## src/rtl/spcrc_pkg.sv

```systemverilog
`default_nettype none
package spcrc_pkg;

    localparam int HEADER_BYTES_DEF = 128;
    localparam int FIELD_BITS_DEF   = 32;

    localparam logic [15:0] CRC_INIT = 16'hFFFF;
    localparam logic [15:0] CRC_POLY = 16'h8005;

    localparam logic KIND_DATA  = 1'b0;
    localparam logic KIND_PATCH = 1'b1;

    localparam int PROTECT_POS   = 1;
    localparam int CRC_START_POS = 2;
    localparam int CRC_SKIP_HI   = 4;
    localparam int CRC_SKIP_LO   = 5;

    localparam logic [6:0] PATCH_INDEX = 7'd4;

    typedef struct packed {
        logic [31:0] value;
        logic [5:0]  length;
        logic        last;
    } t_item;

    function automatic logic [15:0] crc16_byte(input logic [15:0] crc, input logic [7:0] b);
        logic [15:0] c;
        c = crc;
        for (int k = 7; k >= 0; k--) begin
            if (c[15] ^ b[k]) begin
                c = (c << 1) ^ CRC_POLY;
            end else begin
                c = c << 1;
            end
        end
        return c;
    endfunction

endpackage
`default_nettype wire

```

## src/rtl/side_info_packer_crc16.sv

```systemverilog
`default_nettype none
// Bit-field header packer with CRC-16. Fields enter through a two-entry queue; a byte
// sequencer behind it appends the bits MSB first and hands out one completed byte per
// cycle unless the output stall holds it, folding each protected byte into the CRC-16
// (0x8005, start 0xFFFF) in that same cycle. An item is loaded from the queue, then the
// sequencer takes a step for each completed byte, another if bits are left in the partial
// byte, and a closing step, which also carries the CRC patch transaction on the last
// field when byte 1 bit 0 is clear. The byte sequencer works on one queued item at a
// time and takes the next only once it is through with the last.
// Bytes past HEADER_BYTES come out with byte and index zero and overflow set.
module side_info_packer_crc16 import spcrc_pkg::*; #(
    parameter int HEADER_BYTES = HEADER_BYTES_DEF,
    parameter int FIELD_BITS   = FIELD_BITS_DEF
) (
    input  wire logic        i_clk,
    input  wire logic        i_rst_n,
    input  wire logic        i_in_valid,
    output logic             o_in_stall,
    input  wire logic [31:0] i_field_value,
    input  wire logic [5:0]  i_field_length,
    input  wire logic        i_last_field,
    output logic             o_out_valid,
    input  wire logic        i_out_stall,
    output logic             o_out_kind,
    output logic [7:0]       o_out_byte,
    output logic [6:0]       o_out_index,
    output logic [15:0]      o_crc_word,
    output logic             o_overflow,
    output logic             o_end_of_run
);

    t_item item;
    logic  item_valid;
    logic  pop;

    spcrc_front #(
        .FIELD_BITS (FIELD_BITS)
    ) u_front (
        .i_clk          (i_clk),
        .i_rst_n        (i_rst_n),
        .i_in_valid     (i_in_valid),
        .o_in_stall     (o_in_stall),
        .i_field_value  (i_field_value),
        .i_field_length (i_field_length),
        .i_last_field   (i_last_field),
        .o_item         (item),
        .o_item_valid   (item_valid),
        .i_pop          (pop)
    );

    spcrc_back #(
        .HEADER_BYTES (HEADER_BYTES)
    ) u_back (
        .i_clk        (i_clk),
        .i_rst_n      (i_rst_n),
        .i_item       (item),
        .i_item_valid (item_valid),
        .o_pop        (pop),
        .o_out_valid  (o_out_valid),
        .i_out_stall  (i_out_stall),
        .o_out_kind   (o_out_kind),
        .o_out_byte   (o_out_byte),
        .o_out_index  (o_out_index),
        .o_crc_word   (o_crc_word),
        .o_overflow   (o_overflow),
        .o_end_of_run (o_end_of_run)
    );

    a_patch_ends_run: assert property (@(posedge i_clk) disable iff (!i_rst_n)
        (o_out_valid && o_out_kind == KIND_PATCH) |-> o_end_of_run)
        else $error("patch transaction without end_of_run");

    a_patch_fields: assert property (@(posedge i_clk) disable iff (!i_rst_n)
        (o_out_valid && o_out_kind == KIND_PATCH) |-> (o_out_index == PATCH_INDEX &&
        o_out_byte == 8'd0))
        else $error("patch transaction with bad index or byte");

    a_data_no_crc: assert property (@(posedge i_clk) disable iff (!i_rst_n)
        (o_out_valid && o_out_kind == KIND_DATA) |-> (o_crc_word == 16'd0))
        else $error("data transaction with nonzero crc_word");

    a_pop_needs_item: assert property (@(posedge i_clk) disable iff (!i_rst_n)
        pop |-> item_valid)
        else $error("queue popped while empty");

endmodule
`default_nettype wire

```

## src/rtl/spcrc_front.sv

```systemverilog
`default_nettype none
module spcrc_front import spcrc_pkg::*; #(
    parameter int FIELD_BITS = FIELD_BITS_DEF
) (
    input  wire logic        i_clk,
    input  wire logic        i_rst_n,
    input  wire logic        i_in_valid,
    output logic             o_in_stall,
    input  wire logic [31:0] i_field_value,
    input  wire logic [5:0]  i_field_length,
    input  wire logic        i_last_field,
    output t_item            o_item,
    output logic             o_item_valid,
    input  wire logic        i_pop
);

    t_item       r_mem [2];
    logic        r_wptr;
    logic        r_rptr;
    logic [1:0]  r_count;
    logic        push;
    logic [5:0]  len_clamped;

    assign o_in_stall   = (r_count == 2'd2);
    assign push         = i_in_valid && !o_in_stall;
    assign o_item_valid = (r_count != 2'd0);
    assign o_item       = r_mem[r_rptr];
    assign len_clamped  = (i_field_length > 6'(FIELD_BITS)) ? 6'(FIELD_BITS) : i_field_length;

    always_ff @(posedge i_clk) begin
        if (!i_rst_n) begin
            r_wptr  <= 1'b0;
            r_rptr  <= 1'b0;
            r_count <= 2'd0;
        end else begin
            if (push) begin
                r_wptr <= ~r_wptr;
            end
            if (i_pop) begin
                r_rptr <= ~r_rptr;
            end
            case ({push, i_pop})
                2'b10:   r_count <= r_count + 2'd1;
                2'b01:   r_count <= r_count - 2'd1;
                default: r_count <= r_count;
            endcase
        end
    end

    always_ff @(posedge i_clk) begin
        if (push) begin
            r_mem[r_wptr] <= '{value: i_field_value, length: len_clamped, last: i_last_field};
        end
    end

endmodule
`default_nettype wire

```

## src/rtl/spcrc_back.sv

```systemverilog
`default_nettype none
module spcrc_back import spcrc_pkg::*; #(
    parameter int HEADER_BYTES = HEADER_BYTES_DEF
) (
    input  wire logic        i_clk,
    input  wire logic        i_rst_n,
    input  wire t_item       i_item,
    input  wire logic        i_item_valid,
    output logic             o_pop,
    output logic             o_out_valid,
    input  wire logic        i_out_stall,
    output logic             o_out_kind,
    output logic [7:0]       o_out_byte,
    output logic [6:0]       o_out_index,
    output logic [15:0]      o_crc_word,
    output logic             o_overflow,
    output logic             o_end_of_run
);

    localparam int PW = $clog2(HEADER_BYTES + 1);

    logic          r_busy;
    logic [31:0]   r_val;
    logic [5:0]    r_rem;
    logic          r_last;
    logic [7:0]    r_partial;
    logic [3:0]    r_free;
    logic [PW-1:0] r_pos;
    logic [15:0]   r_crc;
    logic          r_protect;
    logic          r_ovf;

    logic          r_ovalid;
    logic          r_okind;
    logic [7:0]    r_obyte;
    logic [6:0]    r_oindex;
    logic [15:0]   r_ocrc;
    logic          r_oovf;
    logic          r_oeor;

    logic          can_emit;
    logic          step;
    logic          emit;
    logic [3:0]    take;
    logic [5:0]    rem_after;
    logic [31:0]   shifted;
    logic [7:0]    mask;
    logic [7:0]    chunk;
    logic [7:0]    merged;
    logic          complete;
    logic          in_range;
    logic          crc_use;
    logic          n_protect;

    assign can_emit  = !r_ovalid || !i_out_stall;
    assign step      = r_busy && can_emit;
    assign o_pop     = !r_busy && i_item_valid;
    assign emit      = step && ((r_rem != 6'd0) ? complete : (r_last && !r_protect));

    assign take      = (r_rem < {2'b00, r_free}) ? r_rem[3:0] : r_free;
    assign rem_after = r_rem - {2'b00, take};
    assign shifted   = r_val >> rem_after;
    assign mask      = 8'((9'd1 << take) - 9'd1);
    assign chunk     = shifted[7:0] & mask;
    assign merged    = r_partial | (chunk << (r_free - take));
    assign complete  = (take == r_free);
    assign in_range  = (r_pos < PW'(HEADER_BYTES));
    assign crc_use   = in_range && (r_pos >= PW'(CRC_START_POS)) &&
                       (r_pos != PW'(CRC_SKIP_HI)) && (r_pos != PW'(CRC_SKIP_LO));
    assign n_protect = (in_range && (r_pos == PW'(PROTECT_POS))) ? merged[0] : r_protect;

    always_ff @(posedge i_clk) begin
        if (!i_rst_n) begin
            r_busy    <= 1'b0;
            r_partial <= 8'd0;
            r_free    <= 4'd8;
            r_pos     <= '0;
            r_crc     <= CRC_INIT;
            r_protect <= 1'b0;
            r_ovf     <= 1'b0;
            r_ovalid  <= 1'b0;
        end else begin
            if (r_ovalid && !i_out_stall && !emit) begin
                r_ovalid <= 1'b0;
            end
            if (o_pop) begin
                r_busy <= 1'b1;
                r_val  <= i_item.value;
                r_rem  <= i_item.length;
                r_last <= i_item.last;
            end else if (step) begin
                if (r_rem != 6'd0) begin
                    r_rem <= rem_after;
                    if (complete) begin
                        r_ovalid  <= 1'b1;
                        r_okind   <= KIND_DATA;
                        r_ocrc    <= 16'd0;
                        r_oeor    <= (rem_after < 6'd8) && !(r_last && !n_protect);
                        r_partial <= 8'd0;
                        r_free    <= 4'd8;
                        if (in_range) begin
                            r_obyte   <= merged;
                            r_oindex  <= 7'(r_pos);
                            r_oovf    <= r_ovf;
                            r_pos     <= r_pos + PW'(1);
                            r_protect <= n_protect;
                            if (crc_use) begin
                                r_crc <= crc16_byte(r_crc, merged);
                            end
                        end else begin
                            r_obyte  <= 8'd0;
                            r_oindex <= 7'd0;
                            r_oovf   <= 1'b1;
                            r_ovf    <= 1'b1;
                        end
                    end else begin
                        r_partial <= merged;
                        r_free    <= r_free - take;
                    end
                end else begin
                    r_busy <= 1'b0;
                    if (r_last) begin
                        if (!r_protect) begin
                            r_ovalid <= 1'b1;
                            r_okind  <= KIND_PATCH;
                            r_obyte  <= 8'd0;
                            r_oindex <= PATCH_INDEX;
                            r_ocrc   <= r_crc;
                            r_oovf   <= r_ovf;
                            r_oeor   <= 1'b1;
                        end
                        r_partial <= 8'd0;
                        r_free    <= 4'd8;
                        r_pos     <= '0;
                        r_crc     <= CRC_INIT;
                        r_protect <= 1'b0;
                        r_ovf     <= 1'b0;
                    end
                end
            end
        end
    end

    assign o_out_valid  = r_ovalid;
    assign o_out_kind   = r_okind;
    assign o_out_byte   = r_obyte;
    assign o_out_index  = r_oindex;
    assign o_crc_word   = r_ocrc;
    assign o_overflow   = r_oovf;
    assign o_end_of_run = r_oeor;

endmodule
`default_nettype wire

```

## config.mk

```make
export PLATFORM = sky130hd
export DESIGN_NAME = side_info_packer_crc16
export DESIGN_NICKNAME = d
export VERILOG_FILES = /design/src/rtl/spcrc_pkg.sv /design/src/rtl/side_info_packer_crc16.sv /design/src/rtl/spcrc_front.sv /design/src/rtl/spcrc_back.sv
export SDC_FILE = /design/constraint.sdc
export NUM_CORES = 1
export LEC_CHECK = 0
export ABC_AREA = 1
export BUFFER_PORTS_ARGS = -buffer_cell sky130_fd_sc_hd__buf_2
export CORE_ASPECT_RATIO = 0.9
export CORE_MARGIN = 2
export CORE_UTILIZATION = 30
export CTS_BUF_LIST = sky130_fd_sc_hd__clkbuf_8 sky130_fd_sc_hd__clkbuf_16
export DETAILED_ROUTE_END_ITERATION = 10
export PLACE_DENSITY = 0.57
export SYNTH_ARGS = -nofsm -noshare
export SYNTH_HDL_FRONTEND = slang
export SYNTH_HIERARCHICAL = 1
export SYNTH_SLANG_ARGS = --single-unit
```

## constraint.sdc

```tcl
create_clock -name i_clk -period 10 [get_ports i_clk]
set_input_delay 2 -clock i_clk [delete_from_list [all_inputs] [get_ports i_clk]]
set_output_delay 2 -clock i_clk [all_outputs]
set_load 0.03 [all_outputs]
```

# Yosys cells after proc, flatten, opt, wreduce, memory -nomap -nowiden
# Memory sizes are Yosys's and may differ from the RTL's. A register that Yosys moved wholly into a read port is not among the register bits.
# Index checks and enable logic that the tools add are counted.
[totals]
wordCells = 227
mem_count = 1
ff_bits = 117
ramBits = 78
out_inout_bits = 36
input_bits = 43
[op_classes]
bitwise_logic = 21
shift = 3
eq_ne = 12
reduce_logical = 36
magnitude_cmp = 5
n_mux = 123
add_sub_neg = 6
[mem_list]
columns = ["memory", "words", "width", "rd", "rd_clocked_by_memory_dff", "wr", "line_no", "text"]
rows = [
  ["u_front.r_mem", 2, 39, 1, 1, 1, "spcrc_front.sv:17", "t_item r_mem [2];"],
]
[op_table]
columns = ["operator", "n"]
rows = [
  ["$mux W16", 66],
  ["$mux W8", 11],
  ["$mux W7", 5],
  ["$mux W1", 32],
  ["$shr A32 B6 Y8", 1],
  ["$mux W6", 4],
  ["$not A3 Y3", 8],
  ["$mux W4", 4],
  ["$ne A8 B3 Y1 const B", 2],
  ["$logic_and A1 B1 Y1", 13],
  ["$reduce_and A6 Y1", 2],
  ["$reduce_bool A2 Y1", 5],
  ["$add A8 B1 Y8 const B", 1],
  ["$and A8 B8 Y8", 1],
  ["$eq A8 B1 Y1 const B", 1],
  ["$ge A8 B2 Y1 const B", 1],
  ["$logic_not A1 Y1", 8],
  ["$lt A8 B8 Y1 const B", 1],
  ["$or A8 B8 Y8", 1],
  ["$shl A1 B4 Y8 const A", 1],
  ["$shl A8 B4 Y8", 1],
  ["$sub A8 B1 Y8 const B", 1],
  ["$xor A1 B1 Y1", 8],
  ["$gt A6 B6 Y1 const B", 1],
  ["19 further kinds", 27],
]

# Depth between registers and ports, before layout
[depth]
depth_word = 76
ltp_mapped = 43
mapped_depth_nobuf = 42

# Modules after synthesis
# The synthesis kept the hierarchy.
[by_module_without_submodules]
columns = ["mod", "area_per_inst_um2", "cells_each", "seq_area_each_um2", "instances"]
rows = [
  ["spcrc_back", 6897.9, 916, 2992.9, 1],
  ["spcrc_front", 3148.0, 171, 2442.3, 1],
]

# Least setup slack after synthesis
# OpenSTA, ideal clock, no wires.
[synth_path]
path_type = "register -> register"
start = "register u_back.r_rem[3]"
end = "register u_back.r_crc[15]"
n_path_buf = 1
setup_ns = 0.115
arrival_ns = 4.602
stages_incl_launch_ff = 39
period_less_slack_ns = 4.717
required_ns = 9.885
slack_ns = 5.283
cell_sequence = "edfxtp_1 ha_1 a21o_1 nor2_4 nand2_8 o21ai_1 ha_1 fa_1 inv_1 clkbuf_1 nand2_1 o21ai_0 inv_1 nand2_1 nand3_1 nand2_1 nand2_1 nand2_1 [... 3 more ...] nand3_2 nand2_1 nand2_2 nand3_2 nand2_1 nand2_1 nand3_1 nand3_2 nand2_1 nand2_1 nand3_2 nand2_1 nand2_2 nand2_1 nand2_1 nand3_1 nand2_1 nand2_1"
[synth_via]
elab_chain_cells = 76
word_cells_on_any_way = 86
cone_classes = "3 x add/sub; 1 x order compare; 4 x eq/ne; 3 x shift; 62 x mux; 10 x bitwise; 3 x reduce/logical"
[synth_rtl]
columns = ["element", "line_no", "text"]
rows = [
  ["from (decl)", "spcrc_back.sv:24", "logic [5:0] r_rem;"],
  ["from (signal assigned)", "spcrc_back.sv:89", "r_rem <= i_item.length;"],
  ["from (signal assigned)", "spcrc_back.sv:93", "r_rem <= rem_after;"],
  ["$lt A6 B4 Y1", "spcrc_back.sv:60", "assign take = (r_rem < {2'b00, r_free}) ? r_rem[3:0] : r_free;"],
  ["$mux W4", "spcrc_back.sv:60", ""],
  ["$sub A6 B4 Y6 / $shl A1 B4 Y8 (equally long branches)", "spcrc_back.sv:61, spcrc_back.sv:63", ""],
  ["$shr A32 B6 Y8 / $sub A8 B1 Y8 (equally long branches)", "spcrc_back.sv:62, spcrc_back.sv:63", ""],
  ["$and A8 B8 Y8", "spcrc_back.sv:64", "assign chunk = shifted[7:0] & mask;"],
  ["$shl A8 B4 Y8", "spcrc_back.sv:65", "assign merged = r_partial | (chunk << (r_free - take));"],
  ["$or A8 B8 Y8", "spcrc_back.sv:65", ""],
  ["$xor A1 B1 Y1", "spcrc_pkg.sv:30", "if (c[15] ^ b[k]) begin"],
  ["[... 60 more ...]", "n/a", ""],
  ["$mux W16", "spcrc_back.sv:86", "if (o_pop) begin"],
  ["$mux W16", "spcrc_back.sv:73", "if (!i_rst_n) begin"],
  ["$xor A1 B1 Y1", "spcrc_pkg.sv:30", ""],
  ["$mux W16", "spcrc_pkg.sv:30", ""],
  ["$mux W16", "spcrc_back.sv:107", "if (crc_use) begin"],
  ["$mux W16", "spcrc_back.sv:101", "if (in_range) begin"],
  ["$mux W16", "spcrc_back.sv:94", "if (complete) begin"],
  ["$mux W16", "spcrc_back.sv:92", "if (r_rem != 6'd0) begin"],
  ["to (signal assigned)", "spcrc_back.sv:108", "r_crc <= crc16_byte(r_crc, merged);"],
  ["to (decl)", "spcrc_back.sv:29", "logic [15:0] r_crc;"],
]
# Several ways; a longest one is shown, not always the timed one. The select of a mux whose other input is x is not followed.
# A chain may end at the register's enable or synchronous reset.

# Worst setup path in the final report
[layout_path]
start = "register u_back.r_rem[3]"
end = "register u_back.r_crc[1]"
[layout_via]
elab_chain_cells = 75
word_cells_on_any_way = 85
cone_classes = "3 x add/sub; 1 x order compare; 4 x eq/ne; 3 x shift; 62 x mux; 9 x bitwise; 3 x reduce/logical"
[layout_rtl]
columns = ["element", "line_no", "text"]
rows = [
  ["$lt A6 B4 Y1", "spcrc_back.sv:60", ""],
  ["$mux W4", "spcrc_back.sv:60", ""],
  ["$sub A6 B4 Y6 / $shl A1 B4 Y8 (equally long branches)", "spcrc_back.sv:61, spcrc_back.sv:63", ""],
  ["$shr A32 B6 Y8 / $sub A8 B1 Y8 (equally long branches)", "spcrc_back.sv:62, spcrc_back.sv:63", ""],
  ["$and A8 B8 Y8", "spcrc_back.sv:64", ""],
  ["$shl A8 B4 Y8", "spcrc_back.sv:65", ""],
  ["$or A8 B8 Y8", "spcrc_back.sv:65", ""],
  ["$xor A1 B1 Y1", "spcrc_pkg.sv:30", ""],
  ["[... 59 more ...]", "n/a", ""],
  ["$mux W16", "spcrc_back.sv:91", "end else if (step) begin"],
  ["$mux W16", "spcrc_back.sv:86", ""],
  ["$mux W16", "spcrc_back.sv:73", ""],
  ["$mux W16", "spcrc_pkg.sv:30", ""],
  ["$mux W16", "spcrc_back.sv:107", ""],
  ["$mux W16", "spcrc_back.sv:101", ""],
  ["$mux W16", "spcrc_back.sv:94", ""],
  ["$mux W16", "spcrc_back.sv:92", ""],
]
# Several ways; a longest one is shown, not always the timed one. The select of a mux whose other input is x is not followed.

==> flow_summary.ini <==
[run_status]
status = completed

[worst_setup_path]
rrSetupSlack_ns = 3.88
path_delay_family = simple AND/OR/NAND/NOR gates
path_common_cell = nand2_1
end_kind = register
worstPathMaxFanout = 32
cp.buffers_inverters = 6
crit_slowest_cell = ha_1
critPathKind = register to register
critPathLaunchType = register
max_stage_delay_ns = 0.77
crit_required_ns = 10.30
timing.rr.end = u_back/r_crc[1]$_SDFFE_PN1P_
reg2reg_from = u_back/r_rem[3]$_DFFE_PP_
reg2regPathDepth = 34
cp_data_arrival_time_ns = 6.42

[logic_synthesis]
postSynthCellCount = 1087
netlist-cell-type-count = 48
yosys_warnings = 6
avgSynthCellArea_um2 = 9.24
yosysSeqAreaShare_pct = 54.1
synth_nets = 1147
syn_area_um2 = 10000
synth-seq-cells = 196

[floorplan]
initial_core_util_pct = 30.5
boundaryPins = 79
dieHeight_um = 178
core_um2 = 32900
dieWidth_um = 197
die_area_um2 = 35000
row_count = 63

[detailed_routing]
drtPass1Iterations = 5
drt-total-wl_um = 22500
drt_iter0_drc = 671
via_per_inst = 4.74
wl_per_cell_um = 14.2
drc = 0
postRouteAntennaNets = 0
vias = 7531

[placement]
dpl.hpwl_um = 16100
gp_congestion = 0.874
io_buffers = 78

[clock_network]
clockBufferDepth = 2
clock-root-buffer = clkbuf_16
cts_tree = built
cts_hold_buf = 0
cts_htree_levels = 4
post_cts_buffers = 0
cts.sinks = 196
ctsResizeCount = 0
cts_made_buffers = 17
insertion_delay_ns = 0.44
clk_pin_slew_ns = 0.08

[cells_and_area]
syn2layout_area_growth_pct = 14.2
num_antenna_cells = 0
regArea_um2 = 5440
drive_gt1_share_pct = 17.6
fillers = 3367
multi_input_area_um2 = 3930
nNetsFinal = 1215

[sta]
rsz0062_at_grt = no
slew_headroom_pct = 35.6
fin_setup_tns_ns = 0
hold_viol = 0
max_freq_mhz = 163
clock-skew-final_ns = 0.0157
setup_violations = 0
period_needed_ns = 6.12
tightest_slew_ns = 0.959
slew_viol_final = 0
fin_crit_sh_pct = 61.2

[grt]
antenna_found_initial = 0
grt_max_degree = 40
grt_pass1_vias = 7072
overflow = 0
grt_pass1_wl_um = 36500
track_usage_pct = 13.2

[min_path]
whs_path_depth = 2
hp-class = register to register
hold_start = u_back/r_ovf$_SDFFE_PN0P_
holdPathEnd = u_back/r_ovf$_SDFFE_PN0P_

[flow_run]
drv_cap = 0
[placed cells by master, fill, tap and decap left out, types with 4 or more instances in the layout]
master       n
inv_1      121
nand3_1     99
buf_4        9
nand2_1    257
clkbuf_16   17
inv_2        6
xor2_1       6
nor2_1      84
nand2_4      4
inv_8        4
nor3_1      10
o21ai_0     89
o21ai_1      5
ha_1        15
nand3_2     10
a21oi_1     25
buf_2       78
mux2_4      10
dfxtp_1     44
mux2_2      29
clkinv_8     6
nand4_1     20
nand2_2     12
edfxtp_1   151
o211ai_1    14
[worst min-delay path, delay by kind of cell, from the launching register on]
| family | cells | cell delay [ns] |
|---|---|---|
| DFF | 1 | 0.30 |
| AOI/OAI and AO/OA | 1 | 0.06 |
| buffers and inverters | 1 | 0.06 |
[layout make-up]
cell class | instances | area share [%]
flip-flops and latches | 196 | 47.4
inverters | 129 | 4.22
multi-input cells | 724 | 34.3
repair buffers | 87 | 3.99
well taps | 422 | 4.60
clock inverters | 15 | 1.80
clock buffers | 17 | 3.71
[worst max-delay path by stage]
stage	endpoint	slack, ns	cells after the start	startpoint
after floorplan	u_back/r_crc[15]$_SDFFE_PN1P_	5.28	38	u_back/r_rem[3]$_DFFE_PP_
after global placement	u_back/r_crc[15]$_SDFFE_PN1P_	4.12	39	u_back/r_rem[3]$_DFFE_PP_
after detailed placement	u_back/r_crc[15]$_SDFFE_PN1P_	3.97	39	u_back/r_rem[3]$_DFFE_PP_
after CTS	u_back/r_crc[15]$_SDFFE_PN1P_	3.95	39	u_back/r_rem[3]$_DFFE_PP_
after global routing	u_back/r_crc[15]$_SDFFE_PN1P_	3.30	37	u_back/r_rem[3]$_DFFE_PP_
final	u_back/r_crc[1]$_SDFFE_PN1P_	3.88	34	u_back/r_rem[3]$_DFFE_PP_
[synthesized netlist by cell type (all sizes together)]
| master | number | area share, % |
|---|---|---|
| a211oi | 3 | 0.22 |
| a21boi | 1 | 0.075 |
| a21o | 2 | 0.15 |
| a21oi | 25 | 1.2 |
| buf | 13 | 1.1 |
| clkbuf | 25 | 0.93 |
| clkinv | 2 | 0.075 |
| dfxtp | 45 | 9.0 |
| edfxtp | 151 | 45 |
| fa | 2 | 0.40 |
| ha | 15 | 1.9 |
| inv | 127 | 4.7 |
| mux2 | 39 | 4.7 |
| mux2i | 1 | 0.10 |
| nand2 | 274 | 11 |
| nand3 | 111 | 6.3 |
| nand3b | 1 | 0.075 |
| nand4 | 20 | 1.2 |
| nor2 | 90 | 3.5 |
| nor3 | 10 | 0.50 |
| nor3b | 2 | 0.15 |
| nor4 | 1 | 0.062 |
| o211ai | 15 | 1.2 |
| o21ai | 97 | 5.0 |
| o21bai | 3 | 0.22 |
| o22ai | 1 | 0.062 |
| o32ai | 1 | 0.087 |
| or2 | 2 | 0.12 |
| xnor2 | 2 | 0.17 |
| xor2 | 6 | 0.52 |
[registers in the layout, indices dropped and copies added (netlist names), 2 cells and up, named ones only]
name	count
u_back/r_pos	8
u_back/o_out_index	7
u_back/r_crc	16
u_back/r_free	4
u_front/r_count	2
u_back/o_crc_word	16
u_front/r_mem	78
u_back/r_rem	6
u_back/o_out_byte	8
u_back/r_partial	8
u_back/r_val	32
[cells by family (layout without fill, tap and decap cells)]
family          after synthesis  in the layout  synth area share, %
simple gates                511            511                 23.0
xor+xnor                      8              8                0.697
mux                          40             40                 4.84
buf+inv                     167            248                 6.86
fa+ha+maj                    17             17                 2.27
compound gates              148            148                 8.26
flops                       196            196                 54.1
[layer usage]
metal  part of all wire [%]  global-route usage (%)  vias to the layer above
li1                       -                       -                     3803
met1                     50                    18.3                     3559
met2                     46                    21.0                      154
met3                    3.5                    2.41                       15
met4                    1.1                    3.63                        0
met5                      0                       0                        -
[metrics by stage]
| stage | instances | hold slack (ns) | setup WS (ns) | instance area [um2] | utilization, % |
|---|---|---|---|---|---|
| after floorplan | 1087 | 0.427 | 5.28 | 10000 | - |
| after global placement | 1558 | 0.443 | 4.12 | 10800 | 32.9 |
| after detailed placement | 1558 | 0.451 | 3.97 | 10800 | 32.9 |
| after CTS | 1590 | 0.470 | 3.95 | 11500 | 34.8 |
| after global routing | 1590 | 0.502 | 3.30 | 11500 | 34.8 |
| final | 1590 | 0.469 | 3.88 | 11500 | 34.8 |
Power is not shown: default switching activity piles up to over one toggle a cycle in this logic, so the estimate is an artifact.
